<file path="config.mk">
export PLATFORM = sky130hd
export DESIGN_NAME = lav_front
export DESIGN_NICKNAME = d
export VERILOG_FILES = /design/src/hdl/lav_pkg.sv /design/src/hdl/lav_front.sv
export SDC_FILE = /design/constraint.sdc
export NUM_CORES = 1
export LEC_CHECK = 0
export BUFFER_PORTS_ARGS = -buffer_cell sky130_fd_sc_hd__buf_2
export CORE_MARGIN = 3
export CORE_UTILIZATION = 40
export DETAILED_ROUTE_END_ITERATION = 6
export PLACE_DENSITY = 0.6
export SETUP_SLACK_MARGIN = 0.02
export SLEW_MARGIN = 20
export SYNTH_ARGS = -nofsm -noshare
export SYNTH_HDL_FRONTEND = slang
export SYNTH_SLANG_ARGS = --single-unit
</file>
<file path="constraint.sdc">
create_clock -name clk -period 19.8 [get_ports clk]
set_input_delay 1.98 -clock clk [delete_from_list [all_inputs] [get_ports clk]]
set_output_delay 1.98 -clock clk [all_outputs]
set_load 0.02 [all_outputs]
</file>
<file path="src/hdl/lav_pkg.sv">
// ----------------------------------------------------------------------------
// Look-at view matrix package
// Shared constants and the word types that pass between the block's parts.
// ----------------------------------------------------------------------------
package lav_pkg;

  localparam int FRAC = 16;
  localparam int QB   = FRAC + 1;
  localparam int UW   = FRAC + 2;

  typedef struct packed {
    logic signed [31:0] eye_x;
    logic signed [31:0] eye_y;
    logic signed [31:0] eye_z;
    logic signed [31:0] aim_x;
    logic signed [31:0] aim_y;
    logic signed [31:0] aim_z;
    logic signed [31:0] upward_x;
    logic signed [31:0] upward_y;
    logic signed [31:0] upward_z;
  } in_word_t;

  typedef struct packed {
    logic               which_matrix;
    logic [1:0]         row_index;
    logic signed [31:0] elem_0;
    logic signed [31:0] elem_1;
    logic signed [31:0] elem_2;
    logic signed [31:0] elem_3;
    logic               degenerate;
    logic               last_row;
  } out_word_t;

  typedef struct packed {
    logic signed [32:0] d_x;
    logic signed [32:0] d_y;
    logic signed [32:0] d_z;
    logic signed [31:0] eye_x;
    logic signed [31:0] eye_y;
    logic signed [31:0] eye_z;
    logic signed [31:0] up_x;
    logic signed [31:0] up_y;
    logic signed [31:0] up_z;
  } job_t;

endpackage

</file>
<file path="src/hdl/lav_front.sv">
// ----------------------------------------------------------------------------
// Look-at front end
// Accepts camera words, forms the view direction and holds jobs in a short queue.
// ----------------------------------------------------------------------------
module lav_front (
  input  logic             clk,
  input  logic             rst_n,
  input  logic             in_push,
  output logic             in_full,
  input  lav_pkg::in_word_t in_word,
  output logic             job_valid,
  output lav_pkg::job_t    job,
  input  logic             job_take
);
  import lav_pkg::*;

  job_t       q_r [2];
  logic       wp_r, rp_r;
  logic [1:0] cnt_r;
  job_t       nj;
  logic       do_push, do_pop;

  always_comb begin
    nj.d_x   = 33'(in_word.aim_x) - 33'(in_word.eye_x);
    nj.d_y   = 33'(in_word.aim_y) - 33'(in_word.eye_y);
    nj.d_z   = 33'(in_word.aim_z) - 33'(in_word.eye_z);
    nj.eye_x = in_word.eye_x;
    nj.eye_y = in_word.eye_y;
    nj.eye_z = in_word.eye_z;
    nj.up_x  = in_word.upward_x;
    nj.up_y  = in_word.upward_y;
    nj.up_z  = in_word.upward_z;
  end

  assign in_full   = (cnt_r == 2'd2);
  assign job_valid = (cnt_r != 2'd0);
  assign job       = q_r[rp_r];
  assign do_push   = in_push && !in_full;
  assign do_pop    = job_take && job_valid;

  always_ff @(posedge clk) begin
    if (!rst_n) begin
      wp_r  <= 1'b0;
      rp_r  <= 1'b0;
      cnt_r <= 2'd0;
    end else begin
      if (do_push) begin
        wp_r <= !wp_r;
      end
      if (do_pop) begin
        rp_r <= !rp_r;
      end
      cnt_r <= cnt_r + {1'b0, do_push} - {1'b0, do_pop};
    end
  end

  always_ff @(posedge clk) begin
    if (do_push) begin
      q_r[wp_r] <= nj;
    end
  end

endmodule

</file>
==> qor.csv, run 1 <==
stage;metric;value;unit
power_and_ir_drop;maximum ir drop on the vdd rail;87.75;uV
detailed_routing;routed vias;16790;
grt;maximum number of pins on one net before global-route repair;173;
power_and_ir_drop;net switching fraction of the power;0.3150;
min_path;number of instances on the worst hold path;2;
detailed_routing;Via-to-Cell Ratio;5.127;
setup_path;maximum net fanout on the critical path;69;
power_and_ir_drop;internal power of the cells;2.702;mW
setup_path;data arrival time of the worst path;3.16;ns
detailed_routing;residual DRC count;0;
floorplan;Die Area;69340;sq um
floorplan;Die Y-Extent;263.3;um
detailed_routing;Routed met3 length;5.172;mm
logic_synthesis;Synth Area in XOR/XNOR;0.02579;
detailed_routing;Top Metal Used;met5;
timing;RSZ-0062 raised after global routing;no;
layout;most frequent cells in the layout;584 x buf_2, 582 x edfxtp_1, 292 x mux2_2, 131 x inv_1, 98 x ha_1;
timing;Final Skew;0.01967;ns
timing;final worst path period need;5.135;ns
cts;register clock-pin slew on the reported worst setup and hold paths;0.06;ns
cts;buffer count from post-CTS setup fixing;0;
grt;total congestion overflow;0;
timing;final setup slack of the worst path;14.66;ns
logic_synthesis;synthesis-stage register bit count;587;
detailed_routing;final antenna-violating net count;0;
setup_path;slowest CP cell;dfxtp_4;
grt;initial antenna violation count;10;
floorplan;count of boundary I/O pins;585;
cts;Max Root-Sink Buffers;3;
min_path;start point of the worst min-delay path;rp_r;
timing;final setup fails;0;
detailed_routing;number of iterations in the first detailed-routing pass;5;
layout;area grow syn2layout;22.91;%
layout;share of final-layout standard cells stronger than drive strength 1;0.4118;
logic_synthesis;post-synthesis average cell area;15.17;sq um
logic_synthesis;warning count from the yosys run;0;
setup_path;worst reg2reg path startpoint;cnt_r[0];
logic_synthesis;Simple-Gate Fraction of Synth Area;0.04303;
setup_path;path type of the worst setup path;reg -> out;
cts;clock tree from TritonCTS;built;
timing;slew of the pin with the lowest slew margin;1.131;ns
detailed_routing;wire length on met1;26.18;mm
detailed_routing;total wirelength of the detailed-routed design;67.12;mm
floorplan;Core Footprint;64930;sq um
placement;Placement Cell Area;30410;sq um
floorplan;effective utilization at floorplan;0.4079;
setup_path;Worst setup EP type;output port;
logic_synthesis;instance count of the mapped netlist;1746;
setup_path;Crit Reg-Reg Endpoint;q_r[1][250];
power_and_ir_drop;Net Sw Power;1.243;mW
setup_path;startpoint types;flop;
cts;post-CTS sizing;0;
layout;Post-Layout Cell Count;3275;
grt;vias in the first global route;17250;
cts;clock tree root driver cell;clkbuf_16;
placement;post-placement setup slack;14.85;ns
timing;tightest slew margin relative to the limit;0.2458;
power_and_ir_drop;Power Dens Cells;121.2;nW/um^2
cts;worst skew pair latency;0.60;ns
cts;Inserted Clock Buffers;67;
layout;final core utilization;0.5014;
timing;ratio of final minimum period to clock period;0.2594;
power_and_ir_drop;share of power burned in combinational logic;0.287;
setup_path;reg2reg setup slack;16.39;ns
power_and_ir_drop;proportion of power drawn by flip-flops and latches;0.413;
logic_synthesis;dominant register cell in the synthesized netlist;edfxtp_1;
setup_path;Critical Path Max Stage Delay;1.01;ns
grt;overall routing resource usage;0.1871;
logic_synthesis;area fraction in compound gates after synthesis;0.06902;
detailed_routing;DR WL/cell;20.50;um
power_and_ir_drop;total chip power;3.945;mW
grt;global-route wire length before repair;101.2;mm
logic_synthesis;multiplexer share of the synthesized area;0.1245;
logic_synthesis;combined area of all synthesized cells;26490;sq um
layout;fin nets;2755;
logic_synthesis;Net Count, Synth;2139;
status;run status;finished, final reports clean;
layout;summed area of non-filler cells in the final layout;32560;sq um
detailed_routing;routed length on met2;34.15;mm
layout;count of filler cells inserted in the layout;5700;
setup_path;worst reg2reg path depth;4;
placement;DP HPWL;48.68;mm
floorplan;row count;93;
logic_synthesis;share of the yosys chip area belonging to registers;0.6636;
run;maxcap violations;0;
placement;GP Congestion;0.8781;
floorplan;Horiz. Die Dim;263.3;um
timing;top achievable clock speed;194.7;MHz
logic_synthesis;share of flip-flops with an asynchronous set or reset after synthesis;0;
power_and_ir_drop;clock network power share;0.300;
cts;number of levels in the clock H-tree;3;
placement;cell total after placement;3147;
detailed_routing;number of design-rule violations left by the first detailed-router iteration;1225;
min_path;class of the tightest hold or removal check;reg -> reg;
setup_path;Required @ worst endpoint;17.82;ns
timing;final setup TNS;0;ns
logic_synthesis;number of enable flip-flop cells after synthesis;582;
logic_synthesis;adder-cell share of the synthesized area;0.04856;
placement;total of buffers placed on input and output ports;584;
logic_synthesis;main combinational cell family by area after synthesis;multiplexers;
cts;number of clock sinks;587;
logic_synthesis;library cells used by synthesis;68;
cts;quantity of hold-fixing buffers added after cts;0;
layout;most common library cell in the layout ignoring fill and taps;buf_2;
timing;Hold Worst Slack;0.5451;ns
timing;max-slew violation count;0;
setup_path;critical-path cell list;buf_4 > mux2_2 > buf_2;
power_and_ir_drop;leakage power figure;12.80;nW
timing;final hold vios;0;
-- state kept, by name, indices dropped and copies added, names as in the netlist, named ones only --
register / count
rp_r: 1
wp_r: 1
q_r: 582
cnt_r: 2
-- synthesized netlist by cell type, types with 3 or more instances --
master | instances | share of area
edfxtp_1 | 582 | 0.66
mux2_2 | 292 | 0.12
inv_1 | 131 | 0.019
ha_1 | 98 | 0.046
a21oi_1 | 88 | 0.017
nand2_1 | 65 | 0.0092
nor2_1 | 55 | 0.0078
xnor2_1 | 49 | 0.016
o21ai_0 | 43 | 0.0081
clkbuf_1 | 41 | 0.0058
a21o_1 | 31 | 0.0088
xor2_1 | 29 | 0.0096
nand3_1 | 20 | 0.0038
nor3_1 | 18 | 0.0034
nor2b_1 | 15 | 0.0035
nand2b_1 | 14 | 0.0033
o21a_1 | 14 | 0.0040
nand4_1 | 13 | 0.0031
o21bai_1 | 13 | 0.0037
a211oi_1 | 9 | 0.0026
a31oi_1 | 8 | 0.0019
and2_1 | 8 | 0.0019
o31ai_1 | 8 | 0.0023
o211ai_1 | 6 | 0.0017
a21boi_0 | 5 | 0.0014
and4_1 | 5 | 0.0017
dfxtp_1 | 5 | 0.0038
or3_1 | 5 | 0.0012
and3_1 | 4 | 0.00094
buf_2 | 4 | 0.00076
nor4_1 | 4 | 0.00094
o41ai_1 | 4 | 0.0013
a211o_1 | 3 | 0.00099
a21oi_2 | 3 | 0.00099
a221oi_1 | 3 | 0.00099
a41o_1 | 3 | 0.0011
fa_1 | 3 | 0.0023
o2111ai_1 | 3 | 0.00099
o21ai_1 | 3 | 0.00057
o21ai_2 | 3 | 0.00099
or2_2 | 3 | 0.00071
-- final cells by class --
type | count | area, sq um | area share
antenna | 6 | 15.01 | 0.0004612
clock buffer | 85 | 1744 | 0.05358
timing repair buffer | 594 | 3043 | 0.09347
sequential | 587 | 17580 | 0.5400
clock inverter | 36 | 362.8 | 0.01115
tap | 855 | 1070 | 0.03286
multi-input combinational | 981 | 8248 | 0.2534
inverter | 131 | 491.7 | 0.01510
-- kinds of logic after synthesis --
group                      Yosys count
AOI/OAI and AO/OA                  275
buffers and inverters              178
DFF                                587
muxes                              293
and+or+nand+nor                    234
xor gates and xnor gates            78
adders and majority gates          101
-- power groups by stage --
stage | Clock (mW) | Combinational [mW] | Sequential, mW
6_report | 1.18 | 1.13 | 1.63
5_1_grt | 1.27 | 1.21 | 1.65
4_1_cts | 1.22 | 1.15 | 1.63
3_5_place_dp | 0 | 1.14 | 1.66
3_3_place_gp | 0 | 1.13 | 1.65
2_1_floorplan | 0 | 0.764 | 1.70
-- how the worst max path moves through the flow --
| stage | start | to | slack, ns |
|---|---|---|---|
| floorplan | in_push | wp_r | 4.66 |
| global placement | in_push | q_r[1][245] | 14.87 |
| detailed placement | in_push | q_r[1][245] | 14.85 |
| CTS | flop | job[210] | 14.51 |
| global route | flop | job[214] | 14.42 |
| finish | flop | job[165] | 14.66 |
-- worst max-delay path: cells and delay by family (launching register included) --
family   cells  cell delay (ns)
buf+inv      2             1.02
mux          1             0.44
flops        1             1.01
-- layer usage --
metal | vias to the layer above | track usage
li1 | 7875 | -
met1 | 8270 | 0.2183
met2 | 528 | 0.3285
met3 | 109 | 0.05785
met4 | 8 | 0.05990
met5 | - | 0
(Power assumes the default switching activity.)
==> run 2: changes to the inputs <==
--- a/config.mk
+++ b/config.mk
@@ -5,11 +5,12 @@
 export SDC_FILE = /design/constraint.sdc
 export NUM_CORES = 1
 export LEC_CHECK = 0
+export ABC_AREA = 1
 export BUFFER_PORTS_ARGS = -buffer_cell sky130_fd_sc_hd__buf_2
 export CORE_MARGIN = 3
 export CORE_UTILIZATION = 40
 export DETAILED_ROUTE_END_ITERATION = 6
-export PLACE_DENSITY = 0.6
+export PLACE_DENSITY = 0.59
 export SETUP_SLACK_MARGIN = 0.02
 export SLEW_MARGIN = 20
 export SYNTH_ARGS = -nofsm -noshare
==> constraint.sdc (replaced) <==
create_clock -name clk -period 5.2 [get_ports clk]
set_input_delay 0.52 -clock clk [delete_from_list [all_inputs] [get_ports clk]]
set_output_delay 0.52 -clock clk [all_outputs]
set_load 0.02 [all_outputs]
==> run 2 against run 1 <==
Against the previous run:
- global-route usage is 1.2 points higher
- critical path depth stayed put
- clock power grew to 3.6 times the previous value
- sequential share of layout area shrank 3.9 points
- die area up 8.8%
- synthesized cell count up 49%
- clock skew rose by 0.014 ns
- via count up 19%
- critical endpoint is now job[274]
- largest power group unchanged
==> qor.csv, run 2 <==
stage;metric;value;unit
floorplan;count of boundary I/O pins;585;
logic_synthesis;warning count from the yosys run;0;
power_and_ir_drop;Power Dens Cells;433.5;nW/um^2
grt;initial antenna violation count;24;
timing;slew of the pin with the lowest slew margin;0.9466;ns
min_path;class of the tightest hold or removal check;in -> reg;
detailed_routing;Via-to-Cell Ratio;4.706;
cts;worst skew pair latency;0.64;ns
layout;most common library cell in the layout ignoring fill and taps;nand2_1;
grt;vias in the first global route;20220;
layout;count of filler cells inserted in the layout;6520;
placement;Placement Cell Area;33090;sq um
placement;GP Congestion;0.8980;
cts;clock tree from TritonCTS;built;
logic_synthesis;combined area of all synthesized cells;28870;sq um
setup_path;Worst setup EP type;output port;
logic_synthesis;dominant register cell in the synthesized netlist;edfxtp_1;
grt;total congestion overflow;0;
layout;largest registers ranked by flip-flop count;q_r x582, cnt_r x2;
placement;total of buffers placed on input and output ports;584;
timing;final worst path period need;3.189;ns
cts;post-CTS sizing;0;
cts;number of clock sinks;587;
detailed_routing;number of iterations in the first detailed-routing pass;5;
floorplan;Core Footprint;70760;sq um
logic_synthesis;post-synthesis average cell area;11.08;sq um
logic_synthesis;Net Count, Synth;2998;
layout;share of final-layout standard cells stronger than drive strength 1;0.3086;
layout;Post-Layout Cell Count;4250;
cts;buffer count from post-CTS setup fixing;0;
logic_synthesis;library cell occupying the most area in the post-synthesis netlist;edfxtp_1;
timing;tightest slew margin relative to the limit;0.3690;
power_and_ir_drop;leakage power figure;16.06;nW
setup_path;Required @ worst endpoint;4.68;ns
layout;final core utilization;0.4961;
power_and_ir_drop;maximum ir drop on the vdd rail;326.2;uV
layout;most frequent cells in the layout;741 x nand2_1, 584 x buf_2, 582 x edfxtp_1, 480 x inv_1, 291 x mux2_2;
detailed_routing;total wirelength of the detailed-routed design;77.71;mm
timing;RSZ-0062 raised after global routing;no;
grt;global-route wire length before repair;115.2;mm
grt;maximum number of pins on one net before global-route repair;99;
setup_path;path type of the worst setup path;reg -> out;
floorplan;row count;97;
logic_synthesis;share of the yosys chip area belonging to registers;0.6089;
logic_synthesis;synthesis-stage register bit count;587;
layout;fin nets;3632;
cts;quantity of hold-fixing buffers added after cts;0;
logic_synthesis;instance count of the mapped netlist;2605;
layout;summed area of non-filler cells in the final layout;35100;sq um
cts;register clock-pin slew on the reported worst setup and hold paths;0.06;ns
floorplan;Die Y-Extent;274.7;um
cts;number of levels in the clock H-tree;2;
logic_synthesis;top cell types by occurrence after synthesis;741 x nand2_1, 582 x edfxtp_1, 480 x inv_1;
floorplan;Die Area;75430;sq um
cts;clock tree root driver cell;clkbuf_16;
setup_path;maximum net fanout on the critical path;60;
floorplan;Horiz. Die Dim;274.7;um
grt;overall routing resource usage;0.1990;
setup_path;startpoint types;flop;
logic_synthesis;most common cell in the netlist;nand2_1;
detailed_routing;routed vias;20000;
timing;top achievable clock speed;313.6;MHz
cts;Inserted Clock Buffers;61;
layout;area occupied by registers;17580;sq um
layout;footprint of the multi-input gates;9341;sq um
layout;area grow syn2layout;21.60;%
timing;Final Skew;0.03396;ns
setup_path;data arrival time of the worst path;2.67;ns
layout;max FFs per register;582;
floorplan;effective utilization at floorplan;0.4080;
detailed_routing;final antenna-violating net count;0;
detailed_routing;number of design-rule violations left by the first detailed-router iteration;1171;
logic_synthesis;Area contributors post-synth;edfxtp_1 61%, mux2_2 11%, nand2_1 9.6%, inv_1 6.2%, ha_1 4.2%;
detailed_routing;residual DRC count;0;
timing;final setup fails;0;
status;run status;finished, final reports clean;
logic_synthesis;Synth top area share;0.6054;
logic_synthesis;share of flip-flops with an asynchronous set or reset after synthesis;0;
timing;final hold vios;0;
placement;cell total after placement;4116;
run;maxcap violations;0;
timing;Hold Worst Slack;0.06252;ns
logic_synthesis;number of enable flip-flop cells after synthesis;582;
cts;Max Root-Sink Buffers;3;
layout;top register by number of flip-flops;q_r;
timing;max-slew violation count;0;
logic_synthesis;library cells used by synthesis;25;
detailed_routing;DR WL/cell;18.29;um
placement;DP HPWL;60.12;mm
timing;ratio of final minimum period to clock period;0.6133;
==> run 2: cell types whose count changed in the layout (fill, tap and decap cells not counted), moves of 24 or more <==
cell,change
nand2_1,+676
a21o_1,-28
xnor2_1,-42
nand3_1,+46
nor2_1,+71
o21ai_0,-40
inv_1,+349
a21oi_1,-24
nand2_2,+24
==> run 2: critical path: stages, from the launching register on <==
cell,delay (ns)
dfxtp_4,0.97
buf_4,0.47
mux2_2,0.39
buf_2,0.16
==> run 2: kinds of logic (layout without fill, tap and decap cells) <==
logic type                 after synthesis  after routing  share of synthesized area
buffers and inverters                  514           1198                    0.06848
muxes                                  291            291                     0.1135
adders and majority gates              101            101                    0.04455
and+or+nand+nor                        990            990                     0.1367
other                                    0             21                          0
xor gates and xnor gates                46             46                    0.01396
DFF                                    587            587                     0.6089
AOI/OAI and AO/OA                       76             76                    0.01396
==> run 2: stage by stage <==
stage / setup slack (ns) / total power, mW / setup TNS [ns]
2_1_floorplan: -0.1371 / 9.538 / -75.66
3_3_place_gp: 2.663 / 11.08 / 0
3_5_place_dp: 2.635 / 11.13 / 0
4_1_cts: 1.903 / 15.42 / 0
5_1_grt: 1.868 / 15.96 / 0
6_report: 2.011 / 15.22 / 0
==> run 2: worst paths after layout <==
kind | cells after the start | startpoint | endpoint | slack [ns]
worst min-delay path | 1 | in_word[95] | q_r[1][95] | 0.06
worst min register to register | 1 | rp_r | flop | 0.45
worst max-delay path | 3 | flop | job[274] | 2.01
worst max register to register | 5 | cnt_r[1] | q_r[0][154] | 2.89
==> run 2: power breakdown <==
part	switching (mW)	internal [mW]
registers	0.251	6.15
logic	2.89	1.68
clock network	1.81	2.44
total	4.95	10.3
==> run 2: layout make-up <==
cell class | instances | area share
inverter | 480 | 0.05133
antenna | 21 | 0.001497
sequential | 587 | 0.5008
clock inverter | 35 | 0.009873
tap | 940 | 0.03350
multi-input combinational | 1504 | 0.2661
clock buffer | 78 | 0.04591
timing repair buffer | 605 | 0.09096
==> run 2: layer usage <==
layer / global-route usage / vias up / share of wire
li1: - / 9880 / -
met1: 0.2381 / 9394 / 0.40
met2: 0.3550 / 586 / 0.50
met3: 0.04195 / 131 / 0.067
met4: 0.06818 / 10 / 0.030
met5: 0 / - / 0.00086
