===== config.mk =====
export PLATFORM = sky130hd
export DESIGN_NAME = lav_outq
export DESIGN_NICKNAME = d
export VERILOG_FILES = /design/src/hdl/lav_pkg.sv /design/src/hdl/lav_outq.sv
export SDC_FILE = /design/constraint.sdc
export NUM_CORES = 1
export LEC_CHECK = 0
export BUFFER_PORTS_ARGS = -buffer_cell sky130_fd_sc_hd__buf_2
export CAP_MARGIN = 40
export CORE_MARGIN = 8
export CORE_UTILIZATION = 46
export CTS_CLUSTER_DIAMETER = 120
export CTS_CLUSTER_SIZE = 20
export DETAILED_ROUTE_END_ITERATION = 16
export PLACE_DENSITY = 0.71
export SETUP_SLACK_MARGIN = 0.5
export SKIP_CTS_REPAIR_TIMING = 1
export SYNTH_ARGS = -nofsm -noshare
export SYNTH_HDL_FRONTEND = slang
export SYNTH_SLANG_ARGS = --single-unit

===== constraint.sdc =====
create_clock -name clk -period 8.51 [get_ports clk]
set_clock_uncertainty 0.05 [all_clocks]
set_input_delay 1.702 -clock clk [delete_from_list [all_inputs] [get_ports clk]]
set_output_delay 1.702 -clock clk [all_outputs]
set_load 0.01 [all_outputs]

===== src/hdl/lav_pkg.sv =====
// ----------------------------------------------------------------------------
// Look-at view matrix package
// Shared constants and the word types that pass between the block's parts.
// ----------------------------------------------------------------------------
package lav_pkg;

  localparam int FRAC = 16;
  localparam int QB   = FRAC + 1;
  localparam int UW   = FRAC + 2;

  typedef struct packed {
    logic signed [31:0] eye_x;
    logic signed [31:0] eye_y;
    logic signed [31:0] eye_z;
    logic signed [31:0] aim_x;
    logic signed [31:0] aim_y;
    logic signed [31:0] aim_z;
    logic signed [31:0] upward_x;
    logic signed [31:0] upward_y;
    logic signed [31:0] upward_z;
  } in_word_t;

  typedef struct packed {
    logic               which_matrix;
    logic [1:0]         row_index;
    logic signed [31:0] elem_0;
    logic signed [31:0] elem_1;
    logic signed [31:0] elem_2;
    logic signed [31:0] elem_3;
    logic               degenerate;
    logic               last_row;
  } out_word_t;

  typedef struct packed {
    logic signed [32:0] d_x;
    logic signed [32:0] d_y;
    logic signed [32:0] d_z;
    logic signed [31:0] eye_x;
    logic signed [31:0] eye_y;
    logic signed [31:0] eye_z;
    logic signed [31:0] up_x;
    logic signed [31:0] up_y;
    logic signed [31:0] up_z;
  } job_t;

endpackage


===== src/hdl/lav_outq.sv =====
// ----------------------------------------------------------------------------
// Look-at result queue
// Two-entry queue that parts the row sequencer from the result receiver.
// ----------------------------------------------------------------------------
module lav_outq (
  input  logic               clk,
  input  logic               rst_n,
  input  logic               row_push,
  input  lav_pkg::out_word_t row_word,
  output logic               row_full,
  output logic               out_empty,
  input  logic               out_pop,
  output lav_pkg::out_word_t out_word
);
  import lav_pkg::*;

  out_word_t  q_r [2];
  logic       wp_r, rp_r;
  logic [1:0] cnt_r;
  logic       do_push, do_pop;

  assign row_full  = (cnt_r == 2'd2);
  assign out_empty = (cnt_r == 2'd0);
  assign out_word  = q_r[rp_r];
  assign do_push   = row_push && !row_full;
  assign do_pop    = out_pop && !out_empty;

  always_ff @(posedge clk) begin
    if (!rst_n) begin
      wp_r  <= 1'b0;
      rp_r  <= 1'b0;
      cnt_r <= 2'd0;
    end else begin
      if (do_push) begin
        wp_r <= !wp_r;
      end
      if (do_pop) begin
        rp_r <= !rp_r;
      end
      cnt_r <= cnt_r + {1'b0, do_push} - {1'b0, do_pop};
    end
  end

  always_ff @(posedge clk) begin
    if (do_push) begin
      q_r[wp_r] <= row_word;
    end
  end

endmodule


==> results by stage, run 1 <==
Status:
- The run finished with clean final reports.

Synthesis:
- The share of the synthesized area in the top cell type is 79.0%.
- The share of flip-flops with an asynchronous set or reset is 0%.
- Sequential elements use between 70% and 80% of the synthesized area.
- The largest total area in the synthesized netlist belongs to sky130_fd_sc_hd__edfxtp_1.
- In the synthesized netlist, the cells that appear most often are sky130_fd_sc_hd__edfxtp_1, sky130_fd_sc_hd__mux2_4, sky130_fd_sc_hd__mux2_2.
- After synthesis, the cell types taking the most area are sky130_fd_sc_hd__edfxtp_1, sky130_fd_sc_hd__mux2_4, sky130_fd_sc_hd__mux2_2.
- Summing the areas of all compound-gate instances in the mapped netlist gives less than 1% of the synthesized area.
- The number of distinct library cell variants in the gate-level netlist after synthesis is 18.
- In this run, synthesis produced a sequential element count of 271.
- Averaged over all synthesized cells, the footprint is roughly 23 um2.
- The post-synthesis share of cell area spent on xor and xnor gates is less than 1%.
- By area, the combinational part of the netlist is dominated by multiplexers.
- The area fraction in and, or, nand and nor cells after synthesis is less than 1%.
- sky130_fd_sc_hd__edfxtp_1 is the most common cell in the netlist.
- The fraction of synthesized area in multiplexers is 17.5%.
- Yosys printed 0 warnings.
- The count of mapped cells out of synthesis is around 440.
- The dominant register cell in the synthesized netlist is sky130_fd_sc_hd__edfxtp_1.
- Summing the areas of all fa, ha and maj instances in the mapped netlist gives less than 1% of the synthesized area.
- Yosys mapped a number of flops with a built-in enable equal to 266.
- The synthesized netlist net count is 580.
- After synthesis the cells add up to 10,100 um2.

Clock tree:
- In this run the clock root is driven by a sky130_fd_sc_hd__clkbuf_16.
- After clock tree synthesis, the clock-pin slew on the worst setup and hold paths is roughly 0.080 ns.
- The clock latency of the later-clocked register in the worst-skew pair is 0.47 ns.
- The CTS sink count is 271.
- The total CTS buffers is 17.
- Counting along the longest clock path gives a buffer depth of 3.
- TritonCTS built the clock tree.
- In this run the number of H-tree levels came out at 1.

GRT:
- Entering global routing, the biggest net connects 98 pins.
- In the global route stage, met1 resource usage came out at 15.4%.
- The most heavily used metal layer in global routing is met2.
- For met3 alone, demand over resource in global routing was 5.66%.
- For this run, global-route usage on met2 was measured as 24.1%.
- For this run, the total global-route usage over all layers was measured as 13.8%.
- The number of antenna violations at the first check in global routing is 6.
- The via count of the first global-routing pass is between 5,000 and 6,000.
- The total grt overflow is 0.
- The first global-routing pass estimated slightly below 30,000 um of wire.

Finish:
- From synthesis to final layout, the design area changed by 21.7%.
- The fraction of layout instances using a drive strength above 1 is 59.3%.
- After routing the design area is between 10,000 and 15,000 um2.
- The final layout contains around 860 nets.

Route:
- The detailed-route vias per instance is 4.91.
- The total number of vias is 4,957.
- Once detail routing completed, the nets flagged for antenna violations numbered 0.
- Summed over all layers, the routed wires come to 19,500 um.
- The number of DRC markers in iteration 0 is 200.
- For this run, design rule violations remaining after detail routing come to 0.
- Dividing the detail-routed wire length by the instance count gives 19.3 um.
- Before antenna repair, the detailed router went through 4 iterations.

Placed design:
- Port buffering added 271 buffers.
- The HPWL after detailed placement is 13,800 um.
- The final weighted congestion of routability-driven global placement is 0.770.
- In this run the cell area measured after placement is 11,900 um2.

Pwr:
- In this run the power spent charging and discharging nets is 0.997 mW.
- The part of the total power dissipated in the clock network is between 20% and 30%.
- Across the VDD grid, the largest voltage drop is 174 uV.
- The design internal power is 2.62 mW.
- The switching share of total power is 27.6%.
- Summed over all cells, the static leakage comes to ~4.7 nW.
- The share of total power in sequential cells is between 40 and 50%.
- The part of the power in combinational logic is 29.6%.
- Dividing total power by cell area gives a power density of 294 nW/um2.

STA:
- The clock period minus worst slack is 4.00 ns.
- For the pin with the worst max-slew slack, the measured transition is ~0.77 ns.
- The fmax is 250 MHz.
- Of the available clock period, the critical path in the final layout requires 46.9%.
- The final-report max-slew violation count is 0.
- Setup repair after global routing left no endpoint under its margin.
- Measured against its own limit, the worst slew margin works out to 48.4%.
- Hold is met by ~0.48 ns.
- For the final routed database, the setup TNS stands at 0 ns.
- The total of endpoints with negative setup slack in the final report is 0.
- The final hold violation count came to 0.

Floorplan:
- The count of standard-cell rows is 54.
- The die boundary height is 164 um.
- The width of the die is between 150 and 200 um.
- The core area is approximately 22,000 um2.
- During I/O placement, the number of pins put on the boundary was about 270.
- The effective utilization at floorplan is 46.6%.
- The floorplan step defined a die boundary enclosing about 27,000 um2.

Run:
- The tool flagged a number of max-cap violations equal to 0.

Critical path:
- By startpoint and endpoint, the worst setup path is classified as reg2out.
- The worst reg2reg path depth is 4.
- The kind of start point of the critical path is a flop.
- The largest fanout of any net on the critical path is 48.
- STA classifies the critical path endpoint as a primary output.
- The worst path required time is 6.76 ns.
- Data arrives at the worst endpoint at 2.24 ns.

Hold path:
- The worst hold path stage count is 2.
- The type of the tightest min-delay check is reg2reg.
## metrics by stage
stage	setup WS, ns	util (%)	instances	total power, mW
after floorplan	0.512	-	441	2.54
after global placement	4.15	54.1	980	2.86
after detailed placement	4.79	54.6	984	2.91
after CTS	4.45	56.8	1008	3.68
after global routing	4.37	56.8	1009	3.80
final	4.51	56.8	1009	3.62
## final cells by class
type	instances	area (um2)
diodes	1	2.50
repair buffers	278	1500
inverters	3	11.3
well taps	280	350
fillers	1620	9380
flip-flops and latches	271	8090
clock buffers	23	448
multi-input cells	152	1900
clock inverters	1	11.3
## power by group through the flow
stage	Clock, mW	Combinational (mW)	Sequential, mW
6_report	0.763	1.07	1.79
5_1_grt	0.840	1.15	1.81
4_1_cts	0.795	1.10	1.79
3_5_place_dp	0	1.10	1.82
3_3_place_gp	0	1.01	1.85
2_1_floorplan	0	0.720	1.82
## critical path, stage by stage (launching register included)
cell and delay [ns]:
sky130_fd_sc_hd__dfxtp_4 0.58, sky130_fd_sc_hd__buf_4 0.32, sky130_fd_sc_hd__buf_16 0.30, sky130_fd_sc_hd__mux2_2 0.38, sky130_fd_sc_hd__buf_2 0.14
## cell families (layout without fill, tap and decap cells)
| family | count (synthesis) | count (layout) |
|---|---|---|
| fa+ha+maj | 2 | 2 |
| flops | 271 | 271 |
| other cells | 0 | 1 |
| buf+inv | 18 | 305 |
| compound gates | 1 | 1 |
| xor+xnor | 2 | 2 |
| simple gates | 13 | 13 |
| mux | 134 | 134 |
## state kept, by name, summed over array words and instances, names as in the netlist, named ones only
name and flops:
q_r 266, cnt_r 2, rp_r 1, wp_r 1
## final timing paths
path | startpoint | to | slack [ns]
max | flop | out_word[22] | 4.51
min | rp_r$_SDFFE_PN0P_ | flop | 0.48
max reg2reg | cnt_r[0]$_SDFF_PN0_ | q_r[1][38]$_DFFE_PP_ | 6.09
min reg2reg | rp_r$_SDFFE_PN0P_ | flop | 0.48
## routing by layer
metal | share of wire [%] | wire length [um] | vias up
met5 | 0.28 | 55 | -
met4 | 1.7 | 324 | 10
met3 | 10 | 2040 | 37
met2 | 50 | 9760 | 189
met1 | 37 | 7280 | 2424
li1 | - | - | 2297
## placed cells by master, fill, tap and decap left out, types with 3 or more instances in the layout
cell type                   netlist  layout
sky130_fd_sc_hd__mux2_4          70      70
sky130_fd_sc_hd__mux2_2          63      63
sky130_fd_sc_hd__dfxtp_1          5       4
sky130_fd_sc_hd__nor2_1           5       4
sky130_fd_sc_hd__buf_16           0       4
sky130_fd_sc_hd__clkbuf_1         0       6
sky130_fd_sc_hd__buf_2            6     271
sky130_fd_sc_hd__clkbuf_16        0      17
sky130_fd_sc_hd__edfxtp_1       266     266
sky130_fd_sc_hd__inv_1            3       3
Note: power is estimated with default switching activity, not from simulation.
==> run 2, diff against run 1 <==
--- a/config.mk
+++ b/config.mk
@@ -12,7 +12,7 @@
 export CTS_CLUSTER_DIAMETER = 120
 export CTS_CLUSTER_SIZE = 20
 export DETAILED_ROUTE_END_ITERATION = 16
-export PLACE_DENSITY = 0.71
+export PLACE_DENSITY = 0.74
 export SETUP_SLACK_MARGIN = 0.5
 export SKIP_CTS_REPAIR_TIMING = 1
 export SYNTH_ARGS = -nofsm -noshare
==> constraint.sdc (replaced) <==
create_clock -name clk -period 3.43 [get_ports clk]
set_clock_uncertainty 0.05 [all_clocks]
set_input_delay 0.686 -clock clk [delete_from_list [all_inputs] [get_ports clk]]
set_output_delay 0.686 -clock clk [all_outputs]
set_load 0.01 [all_outputs]
==> results by stage, run 2 (synthesized netlist as in run 1, its figures left out) <==
Status:
- The flow ran to the end, and the final reports show no timing, DRC or antenna violations.

Placed design:
- At the end of routability-driven placement, the weighted congestion stood at 0.723.
- The placed wire-length estimate is 14,100 um.
- The count of input and output buffers is 271.

Critical path:
- The kind of start point of the critical path is a flop.
- The critical path is of the reg2out type.
- The worst path required time is 2.69 ns.
- Of all nets on the critical path, the largest fanout is 41.
- At the worst endpoint, the arrival time is 1.94 ns.
- Walking the worst path, the cells encountered are buf_12, mux2_2, buf_2.
- The worst reg2reg path depth is 4.
- In this run the critical register-to-register path is captured at q_r[0][106]$_DFFE_PP_.
- The worst setup path is captured at a primary output.
- In this design, the stage delay of the slowest critical-path cell is between 0.5 and 0.6 ns.
- The worst-case register-to-register setup slack is 1.39 ns.
- The startpoint of the worst-slack reg-to-reg timing path is cnt_r[0]$_SDFF_PN0_.
- The cell with the largest stage delay on the worst path is sky130_fd_sc_hd__dfxtp_4.

Floorplan:
- The width of the die is 164 um.
- The effective utilization at floorplan is 46.6%.
- Row generation in the floorplan step produced 54 rows.
- The die footprint is about 27,000 um2.
- The floorplan step set the die height to 164 um.
- The core area is 21,700 um2.
- For this design the top-level I/O count stands at 272.

STA:
- The fmax is 373 MHz.
- Setup repair after global routing left no endpoint under its margin.
- The worst relative slew slack is between 40% and 50%.
- The sum of negative setup slack is 0 ns.
- The worst path in the final design needs a cycle of 2.68 ns, including I/O delays and setup.
- The total of endpoints with negative setup slack in the final report is 0.
- The share of the cycle needed by the critical path after routing is 78.1%.
- The final-report max-slew violation count was 0.
- The final hold violation count is 0.
- For the pin with the worst max-slew slack, the measured transition is between 0.8 and 0.9 ns.
- Across all hold checks on the routed design, the worst slack comes to ~0.33 ns.

Finish:
- The area growth from synthesis to layout is 21.9%.
- Leaving out fill and tap cells, the most frequent cell in the layout is sky130_fd_sc_hd__buf_2.
- The layout filler cell count is 1,621.
- q_r holds more flip-flops than any other register.
- The final net count is 864.
- The fraction of layout instances using a drive strength above 1 is 59.6%.
- The library cells used most frequently in the layout, excluding fill and tap cells, are sky130_fd_sc_hd__buf_2, sky130_fd_sc_hd__edfxtp_1, sky130_fd_sc_hd__mux2_4.
- The largest registers in the layout are q_r: 266 flops, cnt_r: 2 flops.
- Measured on the finished design, the core utilization comes to 56.9%.
- The number of flip-flops in the largest register is about 270.
- The diode insertion count for antenna repair is 0.

Route:
- The per-cell routed wire length is 19.9 um.
- The first-pass iteration count of the detailed router is 4.
- The total number of vias is 5,013.
- The detailed router finished its first iteration with roughly 260 violations.
- The final wirelength is 20,100 um.
- After detailed routing, the number of remaining DRC violations is 0.
- In the routed layout, each cell is associated on average with a via count of 4.95.
- The count of antenna-violating nets left after detailed routing is 0.

Clock tree:
- Clock tree synthesis inserted a total of 17 buffers.
- TritonCTS built the clock tree.
- The cell sitting at the root of the clock tree is a sky130_fd_sc_hd__clkbuf_16.
- Clock-pin slew was measured on the worst setup and hold paths at 0.08 ns.
- The clock reaches the later pin of the worst-skew pair after a little under 0.5 ns.
- The tree built by TritonCTS fans out to 271 sinks.
- The longest clock path from root to sink contains 3 buffers.
- In this run the number of H-tree levels came out at 1.

GRT:
- The overall fraction of global-route tracks in use is about 14%.
- Global routing finished with a remaining overflow of 0.
- The maximum number of pins on one net before global-route repair is 134.
- The via count of the first global-routing pass was 5,466.
- The number of antenna violations at the first check in global routing came to 5.
- The wire length of the first global-routing pass is ~30,000 um.

Pwr:
- Of the total power, the share spent switching nets is between 20% and 30%.
- The switching power summed over all nets is 2.51 mW.
- The peak ir drop on the vdd network is 425 uV.
- The static power due to leakage is 4.71 nW.
- The power per cell area is 733 nW/um2.
- The share of total power in sequential cells is ~49%.
- The part of the total power dissipated in the clock network is 21.1%.
- Combinational logic is responsible for 29.7% of the overall power.
- Internal power comes to 6.52 mW.

Hold path:
- The worst hold path startpoint is row_word[61].
- The worst hold path belongs to the class in2reg.
- The terminating pin of the worst hold path is q_r[0][61]$_DFFE_PP_.
- Counting instances, the worst hold path has a depth of 1.

Run:
- Max-cap violations in this run came to 0.
==> run 2: final cells by class <==
cell class / count / area (um2) / area share (%)
Sequential cell: 271 / 8090 / 65.6
Timing Repair Buffer: 280 / 1490 / 12.1
Inverter: 3 / 11.3 / 0.0913
Multi-Input combinational cell: 152 / 1910 / 15.5
Tap cell: 280 / 350 / 2.84
Clock inverter: 2 / 20.0 / 0.162
Clock buffer: 24 / 452 / 3.66
==> run 2: worst max-delay path, delay by kind of cell, from the launching register on <==
family	cells	cell delay (ns)
flip-flops	1	0.58
buffers and inverters	2	0.45
multiplexers	1	0.38
==> run 2: per-layer routing <==
layer	track usage, %	up-vias	routed length [um]
li1	-	2305	-
met1	15.8	2460	7420
met2	25.1	204	10300
met3	5.14	34	2000
met4	3.47	10	341
met5	0	-	53
==> run 2: worst max-delay path by stage <==
| stage | endpoint | slack [ns] | cells past startpoint |
|---|---|---|---|
| global placement | out_word[23] | 1.11 | 3 |
| floorplan | q_r[0][0]$_DFFE_PP_ | 0.26 | 2 |
| finish | out_word[8] | 0.75 | 3 |
| global route | out_word[8] | 0.65 | 3 |
| detailed placement | out_word[10] | 1.09 | 3 |
| CTS | out_word[0] | 0.55 | 3 |
==> run 2: through the flow <==
stage | instances | power (mW) | setup slack, ns | instance area, um2
after floorplan | 441 | 6.25 | 0.255 | 10100
after global placement | 985 | 7.14 | 1.11 | 11800
after detailed placement | 985 | 7.23 | 1.09 | 11800
after CTS | 1011 | 9.13 | 0.548 | 12300
after global routing | 1012 | 9.47 | 0.648 | 12300
final | 1012 | 9.03 | 0.752 | 12300
==> run 2: power by group through the flow <==
stage / registers [mW] / clock network [mW] / logic, mW
3_5_place_dp: 4.55 / 0 / 2.68
5_1_grt: 4.49 / 2.09 / 2.89
3_3_place_gp: 4.51 / 0 / 2.63
4_1_cts: 4.48 / 1.97 / 2.69
6_report: 4.44 / 1.91 / 2.68
2_1_floorplan: 4.45 / 0 / 1.80
==> run 3, diff against run 2 <==
--- a/config.mk
+++ b/config.mk
@@ -5,6 +5,7 @@
 export SDC_FILE = /design/constraint.sdc
 export NUM_CORES = 1
 export LEC_CHECK = 0
+export ABC_AREA = 1
 export BUFFER_PORTS_ARGS = -buffer_cell sky130_fd_sc_hd__buf_2
 export CAP_MARGIN = 40
 export CORE_MARGIN = 8
==> constraint.sdc (replaced) <==
create_clock -name clk -period 2.18 [get_ports clk]
set_clock_uncertainty 0.05 [all_clocks]
set_input_delay 0.436 -clock clk [delete_from_list [all_inputs] [get_ports clk]]
set_output_delay 0.436 -clock clk [all_outputs]
set_load 0.01 [all_outputs]
==> results by stage, run 3 <==
Status:
- The run finished, with violations left.
- The final reports fail on setup timing.

Synthesis:
- The area fraction in and, or, nand and nor cells after synthesis is 0.778%.
- The synthesized netlist devotes 0.247% of its cell area to adder and majority cells.
- By area, the combinational part of the netlist is dominated by multiplexers.
- Synthesis produced a netlist with a net count of 591.
- The number of enable flip-flop cells after synthesis is 266.
- The most common cell in the synthesized netlist is sky130_fd_sc_hd__edfxtp_1.
- After synthesis, the cell types taking the most area are sky130_fd_sc_hd__edfxtp_1, sky130_fd_sc_hd__mux2_4, sky130_fd_sc_hd__mux2_2.
- The count of mapped cells out of synthesis is between 400 and 500.
- The synthesized netlist devotes 0.0988% of its cell area to compound gates.
- The proportion of synthesized chip area in sequential cells is between 70% and 80%.
- After Yosys synthesis, XOR and XNOR cells account for 0% of the synthesized area.
- The share of the synthesized area in the top cell type is 78.9%.
- The biggest area contributor in the post-synthesis netlist is sky130_fd_sc_hd__edfxtp_1.
- The number of warning messages in the yosys log is 0.
- The cell area after technology mapping is 10,100 um2.
- The synthesized netlist contains 12 unique library cells.
- The average instance in the mapped netlist occupies 22.4 um2.
- The portion of synthesized area spent on multiplexers is 17.4%.
- In the synthesized netlist the async set-or-reset flop fraction comes to 0%.
- The most used flip-flop cell after synthesis is sky130_fd_sc_hd__edfxtp_1.
- By count the netlist is led by sky130_fd_sc_hd__edfxtp_1, sky130_fd_sc_hd__mux2_4, sky130_fd_sc_hd__mux2_2.
- The number of register bits inferred by synthesis is roughly 270.

Route:
- Across all layers, the routed design uses 5,246 vias.
- For this run, design rule violations remaining after detail routing come to 0.
- The count of nets left with antenna violations once routing finished came out at 0.
- The first-pass iteration count of the detailed router is 4.
- The number of DRC markers in iteration 0 is approximately 280.
- The routed design has 23,200 um of wire.
- Dividing the detail-routed wire length by the instance count gives between 20 and 25 um.
- The detailed-route vias per instance is 5.03.

STA:
- Setup violations remaining at the end of the flow were counted as 38.
- Across all setup checks in the final design, the least slack found is -0.0280 ns.
- The clock period minus worst slack is 2.21 ns.
- The final-report max-slew violation count is 0.
- The slew at the pin closest to its max-slew limit is 0.429 ns.
- The worst pin sits at a relative slew slack of 71.4%.
- The final critical path takes up 101% of the cycle.
- Setup repair after global routing could not meet its margin everywhere.
- The final hold violation count is 0.
- Timing would allow up to 453 MHz.

Pwr:
- The switching share of total power is 27.0%.
- Of the total power, registers draw 44.3%.
- The power per cell area is 1120 nW/um2.
- The static power due to leakage is ~5.4 nW.
- The internal power of the cells totals between 10 and 15 mW.
- The part of the power in combinational logic is 36.0%.
- The clock network accounts for 19.7% of the total power.
- The design draws 15.5 mW.
- The peak ir drop on the vdd network is 785 uV.
- The switching power summed over all nets is 4.19 mW.

Clock tree:
- TritonCTS built the clock tree.
- The maximum clock insertion buffer count is 3.
- The H-tree depth reported by CTS is 1.
- The CTS sink count is 271.
- TritonCTS created 17 clock buffers.
- At the later pin of the worst-skew pair, clock insertion delay measures 0.50 ns.
- The cell sitting at the root of the clock tree is a sky130_fd_sc_hd__clkbuf_16.
- Clock-pin slew was measured on the worst setup and hold paths at 0.09 ns.

Critical path:
- The critical path arrival is about 1.7 ns.
- For this design, the slowest cell found on the critical path is sky130_fd_sc_hd__dfxtp_4.
- Across all register-to-register paths, the minimum setup slack is between 0.5 and 0.6 ns.
- Data on the critical path is required at its endpoint by 1.69 ns.
- The classification of the worst setup path is reg2out.
- The largest fanout of any net on the critical path is 7.
- The kind of cell with the highest combined delay along the critical path is buffers and inverters.
- The critical path goes through buf_12, clkbuf_16, mux2_4, buf_6.
- The number of buffer and inverter instances along the worst setup path is 3.
- The kind of start point of the critical path is a flop.
- On the worst path, the slowest cell contributes a delay of 0.43 ns.
- The kind of end point of the critical path is a primary output.

Floorplan:
- The die footprint is 27,000 um2.
- In this run the count of I/O pins placed on the die edge is 272.
- The initialized floorplan defines 54 standard-cell rows.
- The core area is 21,700 um2.
- The effective utilization at floorplan is ~47%.
- The die boundary height is 164 um.
- In this run the horizontal extent of the chip is 164 um.

Finish:
- The final cell count without fillers is 1,043.
- The commonest non-fill, non-tap cell in the layout is sky130_fd_sc_hd__edfxtp_1.
- The post-route netlist has 60.9% of its cells at a drive strength greater than 1.
- The fraction of the core area covered by cells at the end of the flow is 63.8%.
- The register with the most flip-flops in the final layout is q_r.
- The final net count is approximately 900.
- The finished layout cell area is 13,800 um2.
- In the final layout, the registers with the most flip-flops are q_r: 266 flops, cnt_r: 2 flops.
- The register with the most flip-flops in the layout has 266 of them.
- In the layout the commonest cells are sky130_fd_sc_hd__edfxtp_1, sky130_fd_sc_hd__buf_2, sky130_fd_sc_hd__mux2_4.
- The area growth from synthesis to layout is 36.6%.

Placed design:
- Detailed placement ended at an HPWL of 14,300 um.
- The congestion estimate from routability-driven global placement came to around 0.74.
- The cell total after placement is 996.
- The minimum setup slack after placement is 0.469 ns.
- The placed instances occupy a cell area of ~12,000 um2.
- In this run the tool buffered the top-level ports with between 200 and 300 buffer cells.

Run:
- The tool flagged a number of max-cap violations equal to 0.

GRT:
- The via count of the first global-routing pass came to between 5,000 and 6,000.
- Entering global routing, the biggest net connects 73 pins.
- The wire length of the first global-routing pass is roughly 30,000 um.
- Global routing finished with a remaining overflow of 0.
- The overall fraction of global-route tracks in use is around 14%.
- The number of antenna violations at the first check in global routing is 6.

Hold path:
- The tightest min-delay check is of the in2reg type.
==> run 3: changes by cell type after synthesis, sizes merged, moves of 2 or more <==
cell and delta:
nand2b -2, inv +6, nand2 +7, nor2 +3, a21oi +2, and2 -2
nand3 +3
==> run 3: cells by family after synthesis <==
kind of cell | after synthesis
AO/OA/AOI/OAI | 2
adder cells (fa/ha/maj) | 2
buffers and inverters | 24
flip-flops | 271
multiplexers | 133
AND/OR/NAND/NOR | 20
==> run 3: worst paths after layout <==
path,start,end,cells past startpoint
worst max-delay path,flop,out_word[106],4
worst min-delay path,row_word[44],q_r[1][44]$_DFFE_PP_,1
worst max register to register,cnt_r[0]$_SDFF_PN0_,q_r[0][93]$_DFFE_PP_,5
worst min register to register,rp_r$_SDFFE_PN0P_,rp_r$_SDFFE_PN0P_,2
==> run 3: routing by layer <==
layer	global-route usage, %	part of all wire, %	vias up
li1	-	-	2380
met1	15.9	38	2604
met2	24.7	51	217
met3	5.68	9.1	35
met4	3.48	1.5	10
met5	0	0.26	-
==> run 3: power groups by stage <==
stage | clock, mW | combinational (mW) | sequential (mW)
finish | 3.05 | 5.57 | 6.85
global route | 3.31 | 5.87 | 6.91
CTS | 3.15 | 3.76 | 6.81
detailed placement | 0 | 3.75 | 6.93
global placement | 0 | 3.67 | 6.89
floorplan | 0 | 2.40 | 6.89
==> run 3: area by class of cell <==
class | instances | area [um2]
Antenna cell | 1 | 2.50
Inverter | 9 | 40.0
Multi-Input combinational cell | 157 | 2130
Clock buffer | 22 | 444
Fill cell | 1449 | 7850
Sequential cell | 271 | 8100
Clock inverter | 2 | 20.0
Tap cell | 280 | 350
Timing Repair Buffer | 301 | 2750
==> run 3: through the flow <==
stage	hold slack (ns)	setup TNS, ns
2_1_floorplan	0.417	-201.39
3_3_place_gp	0.440	0
3_5_place_dp	0.491	0
4_1_cts	0.0377	-2.42
5_1_grt	0.0385	-5.01
6_report	0.0640	-0.314
